[src/design/superfast_hash_32_unit_defines.svh]
// Assertion macros for the superfast_hash_32_unit design.
// Each macro expands to one labeled concurrent assertion on clk, gated by rst_n.
`ifndef SUPERFAST_HASH_32_UNIT_DEFINES_SVH
`define SUPERFAST_HASH_32_UNIT_DEFINES_SVH

// same-cycle implication
`define SHF_ASSERT_IMPL(name, ante, cons, msg) \
    name: assert property (@(posedge clk) disable iff (!rst_n) (ante) |-> (cons)) \
        else $error(msg);

// next-cycle implication
`define SHF_ASSERT_NEXT(name, ante, cons, msg) \
    name: assert property (@(posedge clk) disable iff (!rst_n) (ante) |=> (cons)) \
        else $error(msg);

`endif

[src/design/shf_pkg.sv]
// Shared types, constants and mixing functions of the SuperFastHash unit.
// No dependencies; the unit, front end, queue and finalizer import this package.
package shf_pkg;

    localparam int QUEUE_AW    = 2;
    localparam int QUEUE_DEPTH = 1 << QUEUE_AW;

    localparam logic [1:0] PHASE_NONE  = 2'd0;
    localparam logic [1:0] PHASE_ONE   = 2'd1;
    localparam logic [1:0] PHASE_TWO   = 2'd2;
    localparam logic [1:0] PHASE_THREE = 2'd3;

    // one finished message waiting for finalization
    typedef struct packed {
        logic [31:0] hash;
        logic [1:0]  phase;
        logic [23:0] pend;
        logic        zero;
    } job_t;

    function automatic logic [31:0] sext8(input logic [7:0] b);
        return {{24{b[7]}}, b};
    endfunction

    function automatic logic [31:0] word_round(input logic [31:0] h_in,
                                               input logic [15:0] lo16,
                                               input logic [15:0] hi16);
        logic [31:0] h;
        logic [31:0] t;
        h = h_in + {16'd0, lo16};
        t = {5'd0, hi16, 11'd0} ^ h;
        h = (h << 16) ^ t;
        h = h + (h >> 11);
        return h;
    endfunction

    function automatic logic [31:0] tail_mix(input logic [31:0] h_in,
                                             input logic [1:0]  phase,
                                             input logic [23:0] pend);
        logic [31:0] h;
        h = h_in;
        case (phase)
            PHASE_THREE:
            begin
                h = h + {16'd0, pend[15:0]};
                h = h ^ (h << 16);
                h = h ^ (sext8(pend[23:16]) << 18);
                h = h + (h >> 11);
            end
            PHASE_TWO:
            begin
                h = h + {16'd0, pend[15:0]};
                h = h ^ (h << 11);
                h = h + (h >> 17);
            end
            PHASE_ONE:
            begin
                h = h + sext8(pend[7:0]);
                h = h ^ (h << 10);
                h = h + (h >> 1);
            end
            default:
            begin
                h = h_in;
            end
        endcase
        return h;
    endfunction

    // avalanche, split in three pairs of steps
    function automatic logic [31:0] aval_a(input logic [31:0] h_in);
        logic [31:0] h;
        h = h_in ^ (h_in << 3);
        h = h + (h >> 5);
        return h;
    endfunction

    function automatic logic [31:0] aval_b(input logic [31:0] h_in);
        logic [31:0] h;
        h = h_in ^ (h_in << 4);
        h = h + (h >> 17);
        return h;
    endfunction

    function automatic logic [31:0] aval_c(input logic [31:0] h_in);
        logic [31:0] h;
        h = h_in ^ (h_in << 25);
        h = h + (h >> 6);
        return h;
    endfunction

endpackage

[src/design/shf_byte_if.sv]
// Byte input channel of the SuperFastHash unit: valid/ready plus one message byte.
// No dependencies.
interface shf_byte_if;
    logic        valid;
    logic        ready;
    logic [7:0]  data_byte;
    logic        first_byte;
    logic        last_byte;
    logic [30:0] message_length;

    modport source (output valid, input ready,
                    output data_byte, output first_byte, output last_byte,
                    output message_length);
    modport sink   (input valid, output ready,
                    input data_byte, input first_byte, input last_byte,
                    input message_length);
endinterface

[src/design/shf_hash_if.sv]
// Hash result channel of the SuperFastHash unit: valid/ready plus the 32-bit hash.
// No dependencies.
interface shf_hash_if;
    logic        valid;
    logic        ready;
    logic [31:0] hash_value;

    modport source (output valid, input ready, output hash_value);
    modport sink   (input valid, output ready, input hash_value);
endinterface

[src/design/superfast_hash_32_unit.sv]
// SuperFastHash (32-bit) over a byte stream. Takes one byte beat per cycle while the queue
// has room: the front end keeps the running hash and runs a word round in the cycle that
// completes each 4-byte word; the round is combinational, so it does not slow the byte
// rate. A beat marked last (or a first beat with length zero) hands the message to a
// 4-entry queue; the finalizer runs it through s1 (tail mix), then s2, s3 and the output
// register (avalanche). A stalled result side backs up the pipe, then the queue;
// byte_ch.ready drops only when the queue is full. No clearing pass after reset.
`include "superfast_hash_32_unit_defines.svh"

module superfast_hash_32_unit (
    input  logic       clk,
    input  logic       rst_n,
    shf_byte_if.sink   byte_ch,
    shf_hash_if.source hash_ch
);
    import shf_pkg::*;

    logic push;
    job_t push_job;
    logic job_pop;
    job_t head_job;
    logic job_valid;
    logic q_full;

    shf_front u_front (
        .clk      (clk),
        .rst_n    (rst_n),
        .byte_ch  (byte_ch),
        .q_full   (q_full),
        .push     (push),
        .push_job (push_job)
    );

    shf_queue u_queue (
        .clk       (clk),
        .rst_n     (rst_n),
        .push      (push),
        .push_job  (push_job),
        .pop       (job_pop),
        .head_job  (head_job),
        .not_empty (job_valid),
        .full      (q_full)
    );

    shf_back u_back (
        .clk       (clk),
        .rst_n     (rst_n),
        .job_valid (job_valid),
        .job       (head_job),
        .job_pop   (job_pop),
        .hash_ch   (hash_ch)
    );

    `SHF_ASSERT_NEXT(a_result_queued, push, job_valid, "finished message not in queue")
    `SHF_ASSERT_IMPL(a_pop_nonempty, job_pop, job_valid, "finalizer popped an empty queue")
    `SHF_ASSERT_IMPL(a_push_room, push, !q_full, "message pushed into a full queue")

endmodule

[src/design/shf_front.sv]
// Front end: takes byte beats, packs words, runs the word round, queues finished messages.
// Depends on shf_pkg and shf_byte_if.
module shf_front (
    input  logic          clk,
    input  logic          rst_n,
    shf_byte_if.sink      byte_ch,
    input  logic          q_full,
    output logic          push,
    output shf_pkg::job_t push_job
);
    import shf_pkg::*;

    logic [31:0] hash_reg, hash_next;
    logic [1:0]  phase_reg, phase_next;
    logic [23:0] pend_reg, pend_next;

    logic        accept;
    logic        zero_len;
    logic [31:0] base_hash;
    logic [1:0]  base_phase;
    logic [23:0] base_pend;
    logic [31:0] word;
    logic [31:0] step_hash;
    logic [1:0]  step_phase;
    logic [23:0] step_pend;

    assign byte_ch.ready = !q_full;
    assign accept        = byte_ch.valid && byte_ch.ready;
    assign zero_len      = byte_ch.first_byte && (byte_ch.message_length == 31'd0);

    always_comb
    begin
        base_hash  = byte_ch.first_byte ? {1'b0, byte_ch.message_length} : hash_reg;
        base_phase = byte_ch.first_byte ? PHASE_NONE : phase_reg;
        base_pend  = byte_ch.first_byte ? 24'd0 : pend_reg;
        word       = {byte_ch.data_byte, base_pend};
        if (base_phase == PHASE_THREE)
        begin
            step_hash  = word_round(base_hash, word[15:0], word[31:16]);
            step_phase = PHASE_NONE;
            step_pend  = 24'd0;
        end
        else
        begin
            step_hash  = base_hash;
            step_phase = base_phase + 2'd1;
            step_pend  = base_pend | ({16'd0, byte_ch.data_byte} << {base_phase, 3'b000});
        end
    end

    always_comb
    begin
        hash_next  = hash_reg;
        phase_next = phase_reg;
        pend_next  = pend_reg;
        if (accept)
        begin
            if (zero_len || byte_ch.last_byte)
            begin
                hash_next  = 32'd0;
                phase_next = PHASE_NONE;
                pend_next  = 24'd0;
            end
            else
            begin
                hash_next  = step_hash;
                phase_next = step_phase;
                pend_next  = step_pend;
            end
        end
    end

    assign push           = accept && (zero_len || byte_ch.last_byte);
    assign push_job.hash  = step_hash;
    assign push_job.phase = step_phase;
    assign push_job.pend  = step_pend;
    assign push_job.zero  = zero_len;

    always_ff @(posedge clk or negedge rst_n)
    begin
        if (!rst_n)
        begin
            hash_reg  <= 32'd0;
            phase_reg <= PHASE_NONE;
            pend_reg  <= 24'd0;
        end
        else
        begin
            hash_reg  <= hash_next;
            phase_reg <= phase_next;
            pend_reg  <= pend_next;
        end
    end

endmodule

[src/design/shf_queue.sv]
// Short FIFO of finished messages between the front end and the finalizer.
// Depends on shf_pkg.
module shf_queue (
    input  logic          clk,
    input  logic          rst_n,
    input  logic          push,
    input  shf_pkg::job_t push_job,
    input  logic          pop,
    output shf_pkg::job_t head_job,
    output logic          not_empty,
    output logic          full
);
    import shf_pkg::*;

    job_t                mem [QUEUE_DEPTH];
    logic [QUEUE_AW-1:0] wr_ptr_reg, wr_ptr_next;
    logic [QUEUE_AW-1:0] rd_ptr_reg, rd_ptr_next;
    logic [QUEUE_AW:0]   count_reg, count_next;

    assign head_job  = mem[rd_ptr_reg];
    assign not_empty = (count_reg != '0);
    assign full      = (count_reg == (QUEUE_AW+1)'(QUEUE_DEPTH));

    always_comb
    begin
        wr_ptr_next = push ? wr_ptr_reg + 1'b1 : wr_ptr_reg;
        rd_ptr_next = pop ? rd_ptr_reg + 1'b1 : rd_ptr_reg;
        count_next  = count_reg + (QUEUE_AW+1)'(push) - (QUEUE_AW+1)'(pop);
    end

    always_ff @(posedge clk)
    begin
        if (push)
        begin
            mem[wr_ptr_reg] <= push_job;
        end
    end

    always_ff @(posedge clk or negedge rst_n)
    begin
        if (!rst_n)
        begin
            wr_ptr_reg <= '0;
            rd_ptr_reg <= '0;
            count_reg  <= '0;
        end
        else
        begin
            wr_ptr_reg <= wr_ptr_next;
            rd_ptr_reg <= rd_ptr_next;
            count_reg  <= count_next;
        end
    end

endmodule

[src/design/shf_back.sv]
// Finalizer: tail mix and six-step avalanche in four stages, last stage is the output register.
// Depends on shf_pkg and shf_hash_if.
module shf_back (
    input  logic          clk,
    input  logic          rst_n,
    input  logic          job_valid,
    input  shf_pkg::job_t job,
    output logic          job_pop,
    shf_hash_if.source    hash_ch
);
    import shf_pkg::*;

    logic        adv;
    logic        s1_valid_reg, s2_valid_reg, s3_valid_reg, out_valid_reg;
    logic [31:0] s1_hash_reg, s2_hash_reg, s3_hash_reg, out_hash_reg;
    logic        s1_zero_reg, s2_zero_reg, s3_zero_reg;
    logic [31:0] out_hash_next;

    // whole pipe moves unless a result sits unaccepted at the output
    assign adv     = !out_valid_reg || hash_ch.ready;
    assign job_pop = adv && job_valid;

    assign out_hash_next = s3_zero_reg ? 32'd0 : aval_c(s3_hash_reg);

    always_ff @(posedge clk)
    begin
        if (adv)
        begin
            s1_hash_reg  <= tail_mix(job.hash, job.phase, job.pend);
            s1_zero_reg  <= job.zero;
            s2_hash_reg  <= aval_a(s1_hash_reg);
            s2_zero_reg  <= s1_zero_reg;
            s3_hash_reg  <= aval_b(s2_hash_reg);
            s3_zero_reg  <= s2_zero_reg;
            out_hash_reg <= out_hash_next;
        end
    end

    always_ff @(posedge clk or negedge rst_n)
    begin
        if (!rst_n)
        begin
            s1_valid_reg  <= 1'b0;
            s2_valid_reg  <= 1'b0;
            s3_valid_reg  <= 1'b0;
            out_valid_reg <= 1'b0;
        end
        else if (adv)
        begin
            s1_valid_reg  <= job_valid;
            s2_valid_reg  <= s1_valid_reg;
            s3_valid_reg  <= s2_valid_reg;
            out_valid_reg <= s3_valid_reg;
        end
    end

    assign hash_ch.valid      = out_valid_reg;
    assign hash_ch.hash_value = out_hash_reg;

endmodule
[src/flat_wrapper.sv]
// flat-port wrapper written by rule: the top's interface ports become plain ports
module superfast_hash_32_unit_flat import shf_pkg::*;
  (clk, rst_n, byte_ch_valid, byte_ch_ready, byte_ch_data_byte, byte_ch_first_byte, byte_ch_last_byte, byte_ch_message_length, hash_ch_valid, hash_ch_ready, hash_ch_hash_value);
  shf_byte_if byte_ch_i ();
  shf_hash_if hash_ch_i ();
  input  logic clk;
  input  logic rst_n;
  input wire logic [$bits(byte_ch_i.valid)-1:0] byte_ch_valid;
  output wire logic [$bits(byte_ch_i.ready)-1:0] byte_ch_ready;
  input wire logic [$bits(byte_ch_i.data_byte)-1:0] byte_ch_data_byte;
  input wire logic [$bits(byte_ch_i.first_byte)-1:0] byte_ch_first_byte;
  input wire logic [$bits(byte_ch_i.last_byte)-1:0] byte_ch_last_byte;
  input wire logic [$bits(byte_ch_i.message_length)-1:0] byte_ch_message_length;
  output wire logic [$bits(hash_ch_i.valid)-1:0] hash_ch_valid;
  input wire logic [$bits(hash_ch_i.ready)-1:0] hash_ch_ready;
  output wire logic [$bits(hash_ch_i.hash_value)-1:0] hash_ch_hash_value;
  assign byte_ch_i.valid = byte_ch_valid;
  assign byte_ch_ready = byte_ch_i.ready;
  assign byte_ch_i.data_byte = byte_ch_data_byte;
  assign byte_ch_i.first_byte = byte_ch_first_byte;
  assign byte_ch_i.last_byte = byte_ch_last_byte;
  assign byte_ch_i.message_length = byte_ch_message_length;
  assign hash_ch_valid = hash_ch_i.valid;
  assign hash_ch_i.ready = hash_ch_ready;
  assign hash_ch_hash_value = hash_ch_i.hash_value;
  superfast_hash_32_unit u_core (.clk(clk), .rst_n(rst_n), .byte_ch(byte_ch_i), .hash_ch(hash_ch_i));
endmodule
[config.mk]
export PLATFORM = sky130hd
export DESIGN_NAME = superfast_hash_32_unit_flat
export DESIGN_NICKNAME = d
export VERILOG_FILES = /design/src/design/shf_pkg.sv /design/src/design/shf_byte_if.sv /design/src/design/shf_hash_if.sv /design/src/design/superfast_hash_32_unit.sv /design/src/design/shf_front.sv /design/src/design/shf_queue.sv /design/src/design/shf_back.sv /design/src/flat_wrapper.sv
export VERILOG_INCLUDE_DIRS = /design/src /design/src/design
export SDC_FILE = /design/constraint.sdc
export NUM_CORES = 1
export LEC_CHECK = 0
export BUFFER_PORTS_ARGS = -buffer_cell sky130_fd_sc_hd__buf_2
export CORE_MARGIN = 1.5
export CORE_UTILIZATION = 58
export DETAILED_ROUTE_END_ITERATION = 10
export PLACE_DENSITY = 0.76
export SETUP_SLACK_MARGIN = 0.02
export SLEW_MARGIN = 20
export SYNTH_ARGS = -nofsm -noshare
export SYNTH_HDL_FRONTEND = slang
export SYNTH_HIERARCHICAL = 1
export SYNTH_SLANG_ARGS = --single-unit
[constraint.sdc]
create_clock -name clk -period 6.4 [get_ports clk]
set_input_delay 1.6 -clock clk [delete_from_list [all_inputs] [get_ports clk]]
set_output_delay 1.6 -clock clk [all_outputs]
set_load 0.02 [all_outputs]
==> metrics.log <==
INFO  metric status = finished, violations left
INFO  metric violated_checks = negative setup slack
INFO  metric max_slew.worst_pin.slew = 0.960 ns
INFO  metric ff2ff_path_depth = 28
INFO  metric vias_in_the_first_global_route = 26727
INFO  metric number_of_diodes_added_for_antenna_fixing = 0
INFO  metric drv_cap = 0
INFO  metric worst_slack = -0.119 ns
INFO  metric rsz0062_at_grt = true
INFO  metric area_share_of_the_largest_cell_type_after_synthesis = 0.350
INFO  metric mappedNetlistArea = 31500 um2
INFO  metric synth.lib_cells_used.distinct = 107
INFO  metric holdWs = 0.429 ns
INFO  metric endpoint_kind = register
INFO  metric grt_antenna_before_repair = 2
INFO  metric final.setup_skew = 0.0254 ns
INFO  metric layout.cell_area.non_filler = 39400 um2
INFO  metric largest_register_ff_count = 236
INFO  metric routed_via_density = 6.40
INFO  metric multi_input_comb_area = 18900 um2
INFO  metric drt_wl_total = 107 mm
INFO  metric num-fill-cells = 3638
INFO  metric mean_instance_size_in_the_synthesized_netlist = 10.9 um2
INFO  metric tritoncts = done
INFO  metric gpl.final_weighted_congestion = 0.997
INFO  metric clkSinkCount = 436
INFO  metric timing.final.hold_violations = 0
INFO  metric core_region_area = 53700 um2
INFO  metric avgRoutedWirePerCell = 25.4 um
INFO  metric worst_path_most_repeated_cell = sky130_fd_sc_hd__buf_4
INFO  metric timing.rr.end = u_core/u_back/s1_hash_reg[31]
INFO  metric setup_viol = 4
INFO  metric clk-insertion-delay-late = 0.60 ns
INFO  metric worst_r2r_startpoint = u_core/u_queue/rd_ptr_reg[0]
INFO  metric core.rowCount = 85
INFO  metric postSynthRegisterBits = 436
INFO  metric total_neg_setup_slack = -0.292 ns
INFO  metric numCtsBuffers = 47
INFO  metric ff_latch_area = 12800 um2
INFO  metric synthArstFlopShare = 0.158
INFO  metric io_pins = 79
INFO  metric num_vias = 26970
INFO  metric place_area = 36700 um2
INFO  metric report.final.slew_viol_count = 0
INFO  metric drtPass1Iterations = 5
INFO  metric initial_standard_cell_utilization_of_the_core = 0.586
INFO  metric cpMaxStageDelayCell = sky130_fd_sc_hd__mux4_2
INFO  metric place.port_buffers = 78
INFO  metric clkSlewWorstSetupHoldPaths = 0.07 ns
INFO  metric final_nets = 3753
INFO  metric maximum_operating_frequency = 153 MHz
INFO  metric dp_hpwl = 81.5 mm
INFO  metric final.period_utilization = 1.02
INFO  metric worst_min_delay_path_class = reg2reg
INFO  metric synth_top_cell_by_area = sky130_fd_sc_hd__edfxtp_1
INFO  metric post_route_cells_drive_above_1_share = 0.293
INFO  metric final_util = 0.733
INFO  metric sequential_share_of_the_synthesized_area = 0.405
INFO  metric netlist_top_cells_area = sky130_fd_sc_hd__edfxtp_1 35%, sky130_fd_sc_hd__ha_1 8.6%, sky130_fd_sc_hd__xnor2_1 6.5%, sky130_fd_sc_hd__mux4_2 5.7%, sky130_fd_sc_hd__dfrtp_1 5.5%
INFO  metric netlist_instances = 2877
INFO  metric route.antenna.remaining_nets = 0
INFO  metric cts_root_buf = sky130_fd_sc_hd__clkbuf_16
INFO  metric design.die.area = 55600 um2
INFO  metric cts-htree-levels = 2
INFO  metric ys_dominant_reg_cell = sky130_fd_sc_hd__edfxtp_1
INFO  metric area_delta_synth_final = 25.1%
INFO  metric cp-startpoint = u_core/u_queue/rd_ptr_reg[0]
INFO  metric global_route.overflow_total = 0
INFO  metric die_width = 236 um
INFO  metric clock_tree.buffer_depth = 3
INFO  metric synth_edf_count = 367
INFO  metric setup.worst_path.start_class = register
INFO  metric grt.total_usage = 0.376
INFO  metric max_stage_delay = 0.55 ns
INFO  metric critical_path_peak_fanout = 4
INFO  metric holdBufCountCts = 0
INFO  metric cp-endpoint = u_core/u_back/s1_hash_reg[31]
INFO  metric synth_fp_nets = 3149
INFO  metric setup.worst_path.class = reg2reg
INFO  metric post-route-min-period = 6.52 ns
INFO  metric slew_headroom = 0.358
INFO  metric drt_iter0_drc = 2630
INFO  metric yosys_warnings = 6
INFO  metric regToRegSetupSlack = -0.12 ns
INFO  metric grt_first_pass_wirelength = 158 mm
INFO  metric route.detailed.drc = 0
INFO  metric arrival = 6.87 ns
INFO  metric maximum_number_of_pins_on_one_net_before_global_route_repair = 91
INFO  metric critPathRequiredTime = 6.75 ns
INFO  metric largest_register = u_core/u_queue/mem
INFO  metric die_h = 236 um
synth_stat cells, types with 35 or more instances:
cell type                  count
sky130_fd_sc_hd__edfxtp_1    367
sky130_fd_sc_hd__xnor2_1     232
sky130_fd_sc_hd__ha_1        217
sky130_fd_sc_hd__a21oi_1     198
sky130_fd_sc_hd__nor2_1      187
sky130_fd_sc_hd__nand2_1     165
sky130_fd_sc_hd__xor2_1      152
sky130_fd_sc_hd__o21ai_0     120
sky130_fd_sc_hd__inv_1       104
sky130_fd_sc_hd__a21o_1       79
sky130_fd_sc_hd__mux4_2       79
sky130_fd_sc_hd__dfrtp_1      69
sky130_fd_sc_hd__nand3_1      68
sky130_fd_sc_hd__nor3_1       65
sky130_fd_sc_hd__clkbuf_1     62
sky130_fd_sc_hd__nor2b_1      54
sky130_fd_sc_hd__and3_1       37
sky130_fd_sc_hd__nand2b_1     35
sky130_fd_sc_hd__nand4_1      35
routing by layer:
| metal | part of all wire | vias to the layer above | GRT usage |
|---|---|---|---|
| li1 | - | 12078 | - |
| met1 | 0.38 | 13210 | 0.466 |
| met2 | 0.48 | 1334 | 0.633 |
| met3 | 0.072 | 346 | 0.0531 |
| met4 | 0.065 | 2 | 0.213 |
| met5 | 0.00012 | - | 0 |
worst min-delay path by stage:
stage / startpoint / endpoint / slack [ns] / cells after the start
global route: u_core/u_back/s2_zero_reg / u_core/u_back/s3_zero_reg / 0.44 / 0
detailed placement: u_core/u_back/s2_zero_reg / u_core/u_back/s3_zero_reg / 0.42 / 0
CTS: u_core/u_back/s2_zero_reg / u_core/u_back/s3_zero_reg / 0.43 / 0
floorplan: u_core/u_back/s1_zero_reg / u_core/u_back/s2_zero_reg / 0.40 / 0
global placement: u_core/u_back/s2_zero_reg / u_core/u_back/s3_zero_reg / 0.40 / 0
finish: u_core/u_back/s2_zero_reg / u_core/u_back/s3_zero_reg / 0.43 / 0
timing repair:
action                     4_1_cts  5_1_grt
pin swaps                       19       58
resized for setup               42      114
setup buffers                   14       23
setup endpoints to repair       60      105
critical path: cells and delay by family (launching register included):
kind | cells | cell delay, ns
AO/OA/AOI/OAI | 12 | 2.49
XOR/XNOR | 2 | 0.30
adder cells (fa/ha/maj) | 2 | 0.55
buffers and inverters | 4 | 0.68
flip-flops | 1 | 0.48
multiplexers | 2 | 0.63
AND/OR/NAND/NOR | 6 | 1.12
cell usage in the layout (no fill, tap or decap), types with 34 or more instances in the layout:
| master | instances |
|---|---|
| sky130_fd_sc_hd__buf_4 | 546 |
| sky130_fd_sc_hd__edfxtp_1 | 367 |
| sky130_fd_sc_hd__xnor2_1 | 220 |
| sky130_fd_sc_hd__ha_1 | 189 |
| sky130_fd_sc_hd__nor2_1 | 180 |
| sky130_fd_sc_hd__a21oi_1 | 174 |
| sky130_fd_sc_hd__nand2_1 | 159 |
| sky130_fd_sc_hd__xor2_1 | 139 |
| sky130_fd_sc_hd__o21ai_0 | 107 |
| sky130_fd_sc_hd__inv_1 | 101 |
| sky130_fd_sc_hd__a21o_1 | 79 |
| sky130_fd_sc_hd__mux4_2 | 79 |
| sky130_fd_sc_hd__buf_2 | 77 |
| sky130_fd_sc_hd__dfrtp_1 | 67 |
| sky130_fd_sc_hd__nor3_1 | 64 |
| sky130_fd_sc_hd__nand3_1 | 64 |
| sky130_fd_sc_hd__clkbuf_16 | 48 |
| sky130_fd_sc_hd__nor2b_1 | 48 |
| sky130_fd_sc_hd__nand4_1 | 35 |
| sky130_fd_sc_hd__and3_1 | 34 |
cell families (layout without fill, tap and decap cells):
kind of cell,Yosys count,in the layout,share of synthesized area
xor+xnor,410,410,0.125
simple gates,778,778,0.127
fa+ha+maj,227,227,0.0927
flops,436,436,0.405
compound gates,706,706,0.151
mux,122,122,0.0715
buf+inv,198,839,0.0281
metrics by stage:
step / std cells / setup WS [ns]
6_report: 4214 / -0.119
5_1_grt: 4214 / -0.171
4_1_cts: 4192 / 0.0123
3_5_place_dp: 4092 / -0.814
3_3_place_gp: 4092 / -0.767
2_1_floorplan: 2877 / -0.331
final cells by class:
| cell class | instances | share of cell area |
|---|---|---|
| timing repair buffer | 646 | 0.123 |
| multi-input combinational | 2243 | 0.481 |
| clock inverter | 25 | 0.00699 |
| inverter | 107 | 0.0102 |
| sequential | 436 | 0.324 |
| clock buffer | 61 | 0.0330 |
| tap | 696 | 0.0221 |
Power is not shown: default switching activity piles up to over one toggle a cycle in this logic, so the estimate is an artifact.
